[src/sv/pwd_pkg.sv]
// ----------------------------------------------------------------------------
// pwd_pkg
// Shared constants, codes and types for the pulse window detector.
// ----------------------------------------------------------------------------
package pwd_pkg;

    // default build values
    localparam int DEF_MAX_SAMPLES = 65536;
    localparam int DEF_MARGIN      = 100;
    localparam int DEF_LOOKBACK    = 5;
    localparam int DEF_LOOKAHEAD   = 10;
    localparam int DEF_SAMPLE_BITS = 16;

    // configuration register indexes
    localparam logic [1:0] CFG_THRESHOLD = 2'd0;
    localparam logic [1:0] CFG_PERIOD    = 2'd1;
    localparam logic [1:0] CFG_START     = 2'd2;

    // register reset values
    localparam logic [15:0] RST_THRESHOLD = 16'd16384;
    localparam logic [31:0] RST_PERIOD    = 32'd1;
    localparam logic [30:0] RST_START     = 31'd1;

    // result status codes
    localparam logic [1:0] ST_OK     = 2'd0;
    localparam logic [1:0] ST_COUNT  = 2'd1;
    localparam logic [1:0] ST_PERIOD = 2'd2;

    // per-waveform summary flags handed from the tracker
    typedef struct packed {
        logic [1:0] status;
        logic       found;
    } t_flags;

endpackage

[src/sv/pulse_window_detector.sv]
// ----------------------------------------------------------------------------
// pulse_window_detector
// Finds the first pulse in a sampled waveform with a hysteresis threshold and
// reports its bounds, times and a suggested capture window on the last item.
// ----------------------------------------------------------------------------
// channel  | direction | handshake               | payload
// ---------+-----------+-------------------------+---------------------------
// in       | input     | i_in_valid / o_in_stall | i_sample, i_last
// out      | output    | o_out_valid/i_out_stall | o_found .. o_status
// cfg      | input     | i_cfg_valid/o_cfg_ready | i_cfg_index, i_cfg_data
//
// One item per cycle sustained, but a waveform's last item waits while the
// summary register cannot load; an item passes an input register, the pulse
// tracker with its summary register, and the output register holding the
// two index-by-period products. Reset (synchronous, active low) clears all
// waveform state and loads the register defaults. Stalls back up stage by
// stage; only a last item waits on a held summary, others keep flowing.
// ----------------------------------------------------------------------------
module pulse_window_detector import pwd_pkg::*; #(
    parameter int MAX_SAMPLES = DEF_MAX_SAMPLES,
    parameter int MARGIN      = DEF_MARGIN,
    parameter int LOOKBACK    = DEF_LOOKBACK,
    parameter int LOOKAHEAD   = DEF_LOOKAHEAD,
    parameter int SAMPLE_BITS = DEF_SAMPLE_BITS
) (
    input  logic                          i_clk,
    input  logic                          i_rst_n,
    // item input
    input  logic                          i_in_valid,
    output logic                          o_in_stall,
    input  logic signed [SAMPLE_BITS-1:0] i_sample,
    input  logic                          i_last,
    // result output
    output logic                          o_out_valid,
    input  logic                          i_out_stall,
    output logic                          o_found,
    output logic [15:0]                   o_start_index,
    output logic [15:0]                   o_end_index,
    output logic [47:0]                   o_start_ts,
    output logic [47:0]                   o_end_ts,
    output logic [31:0]                   o_new_window_start,
    output logic [31:0]                   o_new_window_size,
    output logic [1:0]                    o_status,
    // register writes
    input  logic                          i_cfg_valid,
    output logic                          o_cfg_ready,
    input  logic [1:0]                    i_cfg_index,
    input  logic [31:0]                   i_cfg_data
);

    localparam int IDX_W  = $clog2(MAX_SAMPLES);
    localparam int CNT_W  = $clog2(MAX_SAMPLES + 2);
    localparam int PROD_W = IDX_W + 32;

    // configuration registers
    logic [15:0] r_threshold;
    logic [31:0] r_period;
    logic [30:0] r_data_start;

    // input stage
    logic                          r_s0_valid;
    logic signed [SAMPLE_BITS-1:0] r_s0_sample;
    logic                          r_s0_last;

    // summary stage
    logic             r_s2_valid;
    t_flags           r_s2_flags;
    logic [IDX_W-1:0] r_s2_start;
    logic [IDX_W-1:0] r_s2_end;
    logic [CNT_W-1:0] r_s2_count;

    // output stage
    logic        r_o_valid;
    logic        r_o_found;
    logic [15:0] r_o_start_index;
    logic [15:0] r_o_end_index;
    logic [47:0] r_o_start_ts;
    logic [47:0] r_o_end_ts;
    logic [31:0] r_o_ws;
    logic [31:0] r_o_wsize;
    logic [1:0]  r_o_status;

    logic             out_free;
    logic             s2_ready;
    logic             consume;
    logic             s0_ready;
    t_flags           trk_flags;
    logic [IDX_W-1:0] trk_start;
    logic [IDX_W-1:0] trk_end;
    logic [CNT_W-1:0] trk_count;

    logic [PROD_W-1:0]  prod_s;
    logic [PROD_W-1:0]  prod_e;
    logic [63:0]        prod_s64;
    logic [63:0]        prod_e64;
    logic signed [33:0] ns;
    logic signed [33:0] win;
    logic [31:0]        s_idx32;
    logic [31:0]        e_idx32;

    // stage flow control
    assign out_free   = !r_o_valid || !i_out_stall;
    assign s2_ready   = !r_s2_valid || out_free;
    assign consume    = r_s0_valid && (!r_s0_last || s2_ready);
    assign s0_ready   = !r_s0_valid || consume;
    assign o_in_stall = !s0_ready;
    assign o_cfg_ready = 1'b1;

    // configuration writes
    always_ff @(posedge i_clk) begin
        if (!i_rst_n) begin
            r_threshold  <= RST_THRESHOLD;
            r_period     <= RST_PERIOD;
            r_data_start <= RST_START;
        end else if (i_cfg_valid) begin
            unique case (i_cfg_index)
                CFG_THRESHOLD: r_threshold  <= i_cfg_data[15:0];
                CFG_PERIOD:    r_period     <= i_cfg_data;
                CFG_START:     r_data_start <= i_cfg_data[30:0];
                default: ;
            endcase
        end
    end

    // input register
    always_ff @(posedge i_clk) begin
        if (!i_rst_n) begin
            r_s0_valid <= 1'b0;
        end else if (s0_ready) begin
            r_s0_valid <= i_in_valid;
        end
    end

    always_ff @(posedge i_clk) begin
        if (s0_ready && i_in_valid) begin
            r_s0_sample <= i_sample;
            r_s0_last   <= i_last;
        end
    end

    // pulse tracking
    pwd_track #(
        .SAMPLE_BITS (SAMPLE_BITS),
        .MAX_SAMPLES (MAX_SAMPLES),
        .LOOKBACK    (LOOKBACK),
        .LOOKAHEAD   (LOOKAHEAD)
    ) u_track (
        .i_clk         (i_clk),
        .i_rst_n       (i_rst_n),
        .i_step        (consume),
        .i_sample      (r_s0_sample),
        .i_last        (r_s0_last),
        .i_threshold   (r_threshold),
        .i_period_zero (r_period == '0),
        .o_flags       (trk_flags),
        .o_start_idx   (trk_start),
        .o_end_idx     (trk_end),
        .o_count       (trk_count)
    );

    // summary register, loaded on the final item of a waveform
    always_ff @(posedge i_clk) begin
        if (!i_rst_n) begin
            r_s2_valid <= 1'b0;
        end else if (s2_ready) begin
            r_s2_valid <= consume && r_s0_last;
        end
    end

    always_ff @(posedge i_clk) begin
        if (s2_ready && consume && r_s0_last) begin
            r_s2_flags <= trk_flags;
            r_s2_start <= trk_start;
            r_s2_end   <= trk_end;
            r_s2_count <= trk_count;
        end
    end

    // times and suggested window
    always_comb begin
        prod_s   = PROD_W'(r_s2_start) * PROD_W'(r_period);
        prod_e   = PROD_W'(r_s2_end) * PROD_W'(r_period);
        prod_s64 = 64'(prod_s);
        prod_e64 = 64'(prod_e);
        s_idx32  = 32'(r_s2_start);
        e_idx32  = 32'(r_s2_end);

        ns = 34'(r_data_start) + 34'(r_s2_start) - 34'(MARGIN);
        if (ns < 34'sd1) begin
            ns = 34'sd1;
        end
        win = 34'(r_data_start) + 34'(r_s2_end) - ns + 34'(MARGIN + 1);
        if (win < 34'sd1) begin
            win = 34'sd1;
        end
    end

    // output register
    always_ff @(posedge i_clk) begin
        if (!i_rst_n) begin
            r_o_valid <= 1'b0;
        end else if (out_free) begin
            r_o_valid <= r_s2_valid;
        end
    end

    always_ff @(posedge i_clk) begin
        if (out_free && r_s2_valid) begin
            r_o_status <= r_s2_flags.status;
            r_o_found  <= r_s2_flags.found;
            if (r_s2_flags.found) begin
                r_o_start_index <= s_idx32[15:0];
                r_o_end_index   <= e_idx32[15:0];
                r_o_start_ts    <= prod_s64[47:0];
                r_o_end_ts      <= prod_e64[47:0];
                r_o_ws          <= ns[31:0];
                r_o_wsize       <= win[31:0];
            end else begin
                r_o_start_index <= '0;
                r_o_end_index   <= '0;
                r_o_start_ts    <= '0;
                r_o_end_ts      <= '0;
                r_o_ws          <= 32'(r_data_start);
                r_o_wsize       <= 32'(r_s2_count);
            end
        end
    end

    assign o_out_valid        = r_o_valid;
    assign o_found            = r_o_found;
    assign o_start_index      = r_o_start_index;
    assign o_end_index        = r_o_end_index;
    assign o_start_ts         = r_o_start_ts;
    assign o_end_ts           = r_o_end_ts;
    assign o_new_window_start = r_o_ws;
    assign o_new_window_size  = r_o_wsize;
    assign o_status           = r_o_status;

    // a found pulse always carries ok status
    a_found_ok: assert property (@(posedge i_clk) disable iff (!i_rst_n)
        r_o_valid && r_o_found |-> r_o_status == ST_OK)
        else $error("found result with bad status");

    // pulse end never precedes its start
    a_order: assert property (@(posedge i_clk) disable iff (!i_rst_n)
        r_s2_valid && r_s2_flags.found |-> r_s2_start <= r_s2_end)
        else $error("pulse end before start");

    // a waiting summary holds while the output is stalled
    a_s2_hold: assert property (@(posedge i_clk) disable iff (!i_rst_n)
        r_s2_valid && r_o_valid && i_out_stall |=> r_s2_valid && $stable(r_s2_start))
        else $error("summary lost under stall");

    // a found pulse yields a nonempty window
    a_win: assert property (@(posedge i_clk) disable iff (!i_rst_n)
        r_o_valid && r_o_found |-> r_o_wsize != '0)
        else $error("empty suggested window");

endmodule

[src/sv/pwd_track.sv]
// ----------------------------------------------------------------------------
// pwd_track
// Per-waveform pulse tracking: magnitude history, start look-back, end
// candidate with confirmation countdown, and the end-of-waveform summary.
// ----------------------------------------------------------------------------
module pwd_track import pwd_pkg::*; #(
    parameter int SAMPLE_BITS = DEF_SAMPLE_BITS,
    parameter int MAX_SAMPLES = DEF_MAX_SAMPLES,
    parameter int LOOKBACK    = DEF_LOOKBACK,
    parameter int LOOKAHEAD   = DEF_LOOKAHEAD,
    localparam int IDX_W      = $clog2(MAX_SAMPLES),
    localparam int CNT_W      = $clog2(MAX_SAMPLES + 2)
) (
    input  logic                          i_clk,
    input  logic                          i_rst_n,
    input  logic                          i_step,
    input  logic signed [SAMPLE_BITS-1:0] i_sample,
    input  logic                          i_last,
    input  logic [15:0]                   i_threshold,
    input  logic                          i_period_zero,
    output t_flags                        o_flags,
    output logic [IDX_W-1:0]              o_start_idx,
    output logic [IDX_W-1:0]              o_end_idx,
    output logic [CNT_W-1:0]              o_count
);

    localparam int CMP_W = ((SAMPLE_BITS > 16) ? SAMPLE_BITS : 16) + 1;
    localparam int CD_W  = $clog2(LOOKAHEAD);
    localparam int LB_W  = $clog2(LOOKBACK + 1);

    logic [SAMPLE_BITS-1:0] r_hist [LOOKBACK];
    logic [SAMPLE_BITS-1:0] n_hist [LOOKBACK];
    logic [CNT_W-1:0]       r_count,     n_count;
    logic                   r_in_pulse,  n_in_pulse;
    logic [IDX_W-1:0]       r_start,     n_start;
    logic                   r_have_start, n_have_start;
    logic [IDX_W-1:0]       r_end,       n_end;
    logic                   r_have_end,  n_have_end;
    logic [CD_W-1:0]        r_cd,        n_cd;
    logic                   r_done,      n_done;
    logic [IDX_W-1:0]       r_last_low,  n_last_low;

    logic [SAMPLE_BITS-1:0] mag;
    logic [CMP_W-1:0]       thr_ext;
    logic                   above;
    logic                   low;
    logic                   in_range;
    logic [IDX_W-1:0]       idx;
    logic [LOOKBACK-1:0]    hist_low;
    logic                   look_hit;
    logic [LB_W-1:0]        look_j;

    // magnitude and threshold compares
    always_comb begin
        mag     = i_sample[SAMPLE_BITS-1] ? SAMPLE_BITS'(-i_sample) : SAMPLE_BITS'(i_sample);
        thr_ext = CMP_W'(i_threshold);
        above   = CMP_W'(mag) > thr_ext;
        low     = CMP_W'({mag, 1'b0}) < thr_ext;
        for (int j = 0; j < LOOKBACK; j++) begin
            hist_low[j] = CMP_W'({r_hist[j], 1'b0}) < thr_ext;
        end
    end

    // nearest below-half sample in the history, newest first
    always_comb begin
        look_hit = 1'b0;
        look_j   = '0;
        for (int j = LOOKBACK - 1; j >= 0; j--) begin
            if (hist_low[j]) begin
                look_hit = 1'b1;
                look_j   = LB_W'(j);
            end
        end
    end

    assign in_range = r_count < CNT_W'(MAX_SAMPLES);
    assign idx      = r_count[IDX_W-1:0];

    // next state, summary, and clear on the final sample
    always_comb begin
        n_hist       = r_hist;
        n_count      = r_count;
        n_in_pulse   = r_in_pulse;
        n_start      = r_start;
        n_have_start = r_have_start;
        n_end        = r_end;
        n_have_end   = r_have_end;
        n_cd         = r_cd;
        n_done       = r_done;
        n_last_low   = r_last_low;

        if (i_step && in_range) begin
            if (!r_done) begin
                if (r_cd != '0) begin
                    if (above) begin
                        n_cd  = '0;
                        n_end = r_last_low;
                    end else begin
                        if (low) begin
                            n_last_low = idx;
                        end
                        n_cd = r_cd - 1'b1;
                        if (r_cd == CD_W'(1)) begin
                            n_done = 1'b1;
                        end
                    end
                end else if (r_in_pulse) begin
                    if (low) begin
                        n_end      = idx;
                        n_last_low = idx;
                        n_have_end = 1'b1;
                        n_cd       = CD_W'(LOOKAHEAD - 1);
                    end
                end else if (above) begin
                    n_in_pulse   = 1'b1;
                    n_have_start = 1'b1;
                    n_start      = idx;
                    if (r_count > CNT_W'(LOOKBACK) && look_hit) begin
                        n_start = idx - IDX_W'(look_j);
                    end
                end
            end
            // history shift
            for (int k = LOOKBACK - 1; k > 0; k--) begin
                n_hist[k] = r_hist[k-1];
            end
            n_hist[0] = mag;
        end

        if (i_step && r_count <= CNT_W'(MAX_SAMPLES)) begin
            n_count = r_count + 1'b1;
        end

        // summary as seen after this item
        o_count = n_count;
        if (n_count > CNT_W'(MAX_SAMPLES)) begin
            o_flags.status = ST_COUNT;
        end else if (i_period_zero) begin
            o_flags.status = ST_PERIOD;
        end else begin
            o_flags.status = ST_OK;
        end
        o_flags.found = (o_flags.status == ST_OK) && n_have_start;
        o_start_idx   = n_start;
        o_end_idx     = n_have_end ? n_end : IDX_W'(n_count - 1'b1);

        // waveform done: start fresh
        if (i_step && i_last) begin
            for (int k = 0; k < LOOKBACK; k++) begin
                n_hist[k] = '0;
            end
            n_count      = '0;
            n_in_pulse   = 1'b0;
            n_start      = '0;
            n_have_start = 1'b0;
            n_end        = '0;
            n_have_end   = 1'b0;
            n_cd         = '0;
            n_done       = 1'b0;
            n_last_low   = '0;
        end
    end

    // state registers
    always_ff @(posedge i_clk) begin
        if (!i_rst_n) begin
            for (int k = 0; k < LOOKBACK; k++) begin
                r_hist[k] <= '0;
            end
            r_count      <= '0;
            r_in_pulse   <= 1'b0;
            r_start      <= '0;
            r_have_start <= 1'b0;
            r_end        <= '0;
            r_have_end   <= 1'b0;
            r_cd         <= '0;
            r_done       <= 1'b0;
            r_last_low   <= '0;
        end else begin
            r_hist       <= n_hist;
            r_count      <= n_count;
            r_in_pulse   <= n_in_pulse;
            r_start      <= n_start;
            r_have_start <= n_have_start;
            r_end        <= n_end;
            r_have_end   <= n_have_end;
            r_cd         <= n_cd;
            r_done       <= n_done;
            r_last_low   <= n_last_low;
        end
    end

endmodule

[config.mk]
export PLATFORM = sky130hd
export DESIGN_NAME = pulse_window_detector
export DESIGN_NICKNAME = d
export VERILOG_FILES = /design/src/sv/pwd_pkg.sv /design/src/sv/pulse_window_detector.sv /design/src/sv/pwd_track.sv
export SDC_FILE = /design/constraint.sdc
export NUM_CORES = 2
export LEC_CHECK = 0
export ABC_AREA = 1
export BUFFER_PORTS_ARGS = -buffer_cell sky130_fd_sc_hd__buf_2
export CORE_MARGIN = 3
export CORE_UTILIZATION = 50
export DETAILED_ROUTE_END_ITERATION = 12
export GPL_ROUTABILITY_DRIVEN = 0
export PLACE_DENSITY_LB_ADDON = 0.2
export SLEW_MARGIN = 10
export SYNTH_ARGS = -nofsm -noshare
export SYNTH_HDL_FRONTEND = slang
export SYNTH_SLANG_ARGS = --single-unit
export TNS_END_PERCENT = 100
[constraint.sdc]
create_clock -name i_clk -period 10.1 [get_ports i_clk]
set_clock_uncertainty 0.2 [all_clocks]
set_input_delay 0 -clock i_clk [delete_from_list [all_inputs] [get_ports i_clk]]
set_output_delay 0 -clock i_clk [all_outputs]
set_load 0.005 [all_outputs]
Word level (Yosys, flattened, before mapping)
Index checks and enable logic that the tools add are counted.

storage, ports and cells
  bits in registers = 499
  latch bits = 0
  RAM bits = 0
  bits in read-only memories = 0
  bits of input ports = 56
  output and inout port bits = 198
  logic and storage cells = 159
  memories = 0

operators by class
  add/subtract/negate cells = 10
  $mul = 2
  divide/modulo/power cells = 0
  magnitude comparators = 13
  eq/ne operators = 4
  shift-type cells = 0
  mux-type cells = 55
  bitwise logic cells = 4
  reductions and logical operators = 34

operators with widths
  cell                                                             number
  2-to-1 mux 16 bit                                                18
  less-than comparator 17 x 16 -> 1 bit                            6
  multiplier 16 x 32 -> 48 bit                                     2
  adder 31 x 16 -> 32 bit                                          2
  2-to-1 mux 17 bit                                                3
  adder 34 x 7 -> 34 bit (second input constant)                   1
  less-than comparator 34 x 2 -> 1 bit (second input constant)     1
  2-to-1 mux 34 bit                                                1
  subtractor 32 x 34 -> 34 bit                                     1
  less-than comparator 33 x 2 -> 1 bit (second input constant)     1
  subtractor 32 x 7 -> 33 bit (second input constant)              1
  zero test 32 bit                                                 1
  2-to-1 mux 31 bit                                                1
  2-to-1 mux 1 bit                                                 21
  adder 17 x 1 -> 17 bit (second input constant)                   1
  greater-than comparator 17 bit (second input constant)           1
  greater-than comparator 17 x 3 -> 1 bit (second input constant)  1
  <= comparator 17 bit (second input constant)                     1
  less-than comparator 17 bit (second input constant)              1
  greater-than comparator 16 bit                                   1
  2-to-1 mux 4 bit                                                 4
  negator 16 bit                                                   1
  subtractor 16 x 1 -> 16 bit (second input constant)              1
  subtractor 16 x 3 -> 16 bit                                      1
  18 further kinds                                                 49

Logic depth before layout (Yosys ltp)
  depth in word-level cells = 13
  gate-level depth with buffers = 50
  gate-level depth less buffers = 47

By module
A second synthesis with hierarchy kept.

second synthesis, totals
  cell total of the unflattened synthesis = 8006
  area, all modules = 61924.4 µm²

by module, submodules not included
  module                 instances  cells each  area each (µm²)  sequential area each (µm²)
  pulse_window_detector  1          6319        50840.0          9569.2
  pwd_track              1          1687        11084.4          3062.9

Least setup slack after synthesis
Ideal clock, no wire load.

  path type = reg-to-reg
  start = register r_o_valid, in the netlist o_out_valid
  end = register r_o_end_index[0], in the netlist o_end_index[0], enable pin
  library setup time = 0.756 ns
  arrival = 8.586 ns
  data required time = 9.144 ns
  slack = 0.559 ns
  stages on the path, launching flop included = 4
  buffers on the path = 0
  period minus slack after synthesis = 9.541 ns
  cells stage by stage = dfxtp_1 -> nand2_1 -> inv_2 -> nor2_1

between the ends
  word-level cells in the longest chain between the ends = 3

ends and longest elaborated chain
  what                    RTL line                      RTL
  from (decl)             pulse_window_detector.sv:73   logic r_o_valid;
  from (signal assigned)  pulse_window_detector.sv:203  r_o_valid <= r_s2_valid;
  zero test 1 bit         pulse_window_detector.sv:102  assign out_free = !r_o_valid || !i_out_stall;
  logical OR 1 bit        pulse_window_detector.sv:102
  logical AND 1 bit       pulse_window_detector.sv:208  if (out_free && r_s2_valid) begin
  to (signal assigned)    pulse_window_detector.sv:213  r_o_end_index <= e_idx32[15:0];
  to (decl)               pulse_window_detector.sv:76   logic [15:0] r_o_end_index;

No other way between the ends.
A chain may end at the register's enable or synchronous reset.

Worst setup path in the final report
  start = register r_s2_start[11]
  end = register r_o_wsize[22], in the netlist o_new_window_size[22] (data pin)

between the ends
  word-level cells in the longest chain between the ends = 8

ends and longest elaborated chain
  what                                  RTL line                      RTL
  from (decl)                           pulse_window_detector.sv:68   logic [IDX_W-1:0] r_s2_start;
  from (signal assigned)                pulse_window_detector.sv:173  r_s2_start <= trk_start;
  adder 31 x 16 -> 32 bit *             pulse_window_detector.sv:188  ns = 34'(r_data_start) + 34'(r_s2_start) - 34'(MARGIN);
  subtractor 32 x 7 -> 33 bit *         pulse_window_detector.sv:188
  less-than comparator 33 x 2 -> 1 bit  pulse_window_detector.sv:189  if (ns < 34'sd1) begin
  2-to-1 mux 34 bit *                   pulse_window_detector.sv:189
  subtractor 32 x 34 -> 34 bit *        pulse_window_detector.sv:192  win = 34'(r_data_start) + 34'(r_s2_end) - ns + 34'(MARGIN + 1);
  adder 34 x 7 -> 34 bit *              pulse_window_detector.sv:192
  less-than comparator 34 x 2 -> 1 bit  pulse_window_detector.sv:193  if (win < 34'sd1) begin
  OR reduction 2 bit (no source line)   n/a
  to (signal assigned)                  pulse_window_detector.sv:217  r_o_wsize <= win[31:0];
  to (signal assigned)                  pulse_window_detector.sv:224  r_o_wsize <= 32'(r_s2_count);
  to (decl)                             pulse_window_detector.sv:80   logic [31:0] r_o_wsize;

Mark *: on every way between the ends. The rest lies on a longest branch, timed or not.

==> qor.yml <==
outcome:
  status: "completed"
logic_synthesis:
  synthTopCellsByCount: "2186 x nand2_1, 1658 x inv_1, 854 x fa_1"
  ys_ff_latch: 499
  yosysTopAreaCell: "fa_1"
  synth_most_common_cell: "nand2_1"
  synthesis.nets: 9370
  synth_top_area_frac: 0.277
  synth.cell_area_sq_um: 61700
  avgSynthCellArea_sq_um: 7.73
  ys_async_sr_fraction: 0
  ys_seq_area_frac: 0.205
  synth.distinct_cells: 55
  syn_inst: 7978
  yosysWarnings: 0
  synth.area.top_cells: "fa_1 28%, nand2_1 13%, edfxtp_1 13%"
  synth_ff_type: "edfxtp_1"
  synth-edff-count: 264
setup_path:
  end_kind: "flop"
  cpMaxStageDelayCell: "fa_1"
  r2r_cells: 36
  start_kind: "flop"
  arrival_ns: 8.17
  path_common_cell: "nand3_1"
  r2r_start: "r_s2_start[11]"
  critical_path.top_delay_family: "simple AND/OR/NAND/NOR gates"
  worst-path-buf-inv: 6
  worst_ep_required_time_ns: 10.34
  cp_max_fo: 34
  critPathMaxStageDelay_ns: 0.47
  reg2reg_to: "o_new_window_size[22]"
  reg2reg_setup_slack_ns: 2.17
  critPathKind: "reg2reg"
grt:
  grt_pass1_vias: 53000
  grt_max_degree: 84
  grt_usage: 0.290
  overflow: 0
  antenna_found_initial: 8
  grt_first_pass_wirelength_um: 292000
routing:
  drt_iter0_markers: 4477
  vias: 52800
  viasPerCell: 5.40
  dr.pass1.iters: 6
  drc: 0
  wl_um: 184000
  detail-route-antenna-nets: 0
  wl_per_cell_um: 18.8
timing:
  tns_ns: 0
  maxSlewViolCount: 0
  finalSetupViolCount: 0
  fin_crit_ns: 7.93
  fmax_mhz: 126
  worst_pin_slew_ns: 1.03
  timing.slew.headroom: 0.311
  fin_ws_ns: 2.17
  rsz0062_at_grt: "false"
  hold_violations: 0
  fin_crit_sh: 0.785
clocking:
  clk_path_buf_depth: 3
  clk_pin_slew_worst_paths_ns: 0.06
  insertion_delay_ns: 0.69
  cts_tree: "yes"
  htree_levels: 2
  cts-root-buf: "clkbuf_16"
  cts.sink_count: 499
  numCtsBuffers: 57
floorplanning:
  die_area_sq_um: 128000
  core_area_sq_um: 122000
  pin_count: 254
  start_util: 0.505
  die_w_um: 357
  num_rows: 128
  die_height_um: 357
min_path:
  hold_start: "i_cfg_data[6]"
  hold-path-endpoint: "r_period[6]"
  whs_path_depth: 4
  hp-class: "in2reg"
pwr:
  p_switching_mw: 4.29
  ir_drop_mv: 0.178
  p_int_mw: 5.20
  pwr-share-clk: 0.230
  netSwitchingFraction: 0.452
  p_per_area_nw_per_um2: 141
  combPwrFrac: 0.524
  total_leakage_power_nw: 33.1
  p_seq_frac: 0.246
place:
  numPortBuffers: 252
  dp_slack_ns: 2.45
  hpwl_um: 136000
flow_run:
  drv_cap: 0
layout:
  drive_gt1_frac: 0.0640
  fin_nets: 9503
  synthToLayoutAreaGrowth_pct: 8.97
[kinds of logic after synthesis]
group,after synthesis,share of synthesized area
xor gates and xnor gates,68,0.00966
and+or+nand+nor,3096,0.204
other,1,0.0000608
DFF,499,0.205
AOI/OAI and AO/OA,930,0.0810
buffers and inverters,2048,0.126
adders and majority gates,1336,0.375
[through the flow]
step / std cells / instance area [sq um] / util / power, mW / hold slack [ns]
3_5_place_dp: 9568 / 64100 / 0.526 / 7.22 / -0.0219
5_1_grt: 9785 / 67200 / 0.550 / 10.3 / 0.0560
3_3_place_gp: 9568 / 64100 / 0.526 / 7.18 / -0.0221
2_1_floorplan: 7978 / 61700 / - / 5.80 / -0.101
4_1_cts: 9785 / 67200 / 0.550 / 9.51 / 0.000576
6_report: 9789 / 67200 / 0.551 / 9.49 / 0.0569
[sequential cells by signal (all words and copies together) (netlist names), 17 cells and up]
register,cells
o_new_window_size,32
u_track.r_count,17
o_start_ts,48
u_track.r_hist,80
r_s2_count,17
o_end_ts,48
r_data_start,31
o_new_window_start,32
r_period,32
[power by group through the flow]
stage	combinational [mW]	sequential [mW]	clock [mW]
2_1_floorplan	3.44	2.37	0
3_3_place_gp	4.81	2.38	0
3_5_place_dp	4.84	2.38	0
4_1_cts	4.93	2.34	2.24
5_1_grt	5.61	2.34	2.31
6_report	4.97	2.34	2.18
[worst register-to-register path: cells and delay by family (launching register included)]
kind                     cells  cell delay, ns
AND/OR/NAND/NOR             21            3.12
adder cells (fa/ha/maj)      6            2.41
buffers and inverters        6            1.15
flip-flops                   1            0.32
AO/OA/AOI/OAI                2            0.29
XOR/XNOR                     1            0.22
[layout by cell type, fill, tap and decap left out, types with 207 or more instances in the layout]
master    count
a21oi_1     464
buf_2       252
dfxtp_1     235
edfxtp_1    264
fa_1        854
ha_1        482
inv_1      1657
nand2_1    2184
nand3_1     207
nor2_1      469
o21ai_0     328
[timing repair]
action,in CTS,in global routing
setup endpoints to repair,0,0
hold endpoints to repair,169,0
hold buffers,109,0
buffers inserted,0,0
resized for setup,0,0
[layout make-up]
type	instances	area, sq um
fillers	11700	54800
multi-input cells	5431	41300
flip-flops and latches	499	12600
inverters	1679	6300
repair buffers	443	2970
well taps	1625	2030
clock buffers	73	1550
clock inverters	35	394
diodes	4	10.0
[how the worst max path moves through the flow]
stage                   startpoint               endpoint  slack (ns)  cells past startpoint
floorplan              o_out_valid         o_end_index[0]        0.56                      3
global placement     r_s2_start[0]  o_new_window_size[24]        2.54                     38
detailed placement  r_s2_start[11]  o_new_window_size[20]        2.45                     36
CTS                 r_s2_start[11]  o_new_window_size[22]        2.40                     36
global route         r_s2_start[0]  o_new_window_size[29]        1.60                     40
finish              r_s2_start[11]  o_new_window_size[22]        2.17                     36
[routing by layer]
| layer | part of all wire | track usage | vias up |
|---|---|---|---|
| met4 | 0.037 | 0.0988 | 0 |
| met5 | 0 | 0 | - |
| met2 | 0.46 | 0.471 | 2194 |
| met3 | 0.085 | 0.0501 | 370 |
| li1 | - | - | 24600 |
| met1 | 0.42 | 0.394 | 25700 |
Note: power is estimated with default switching activity, not from simulation.
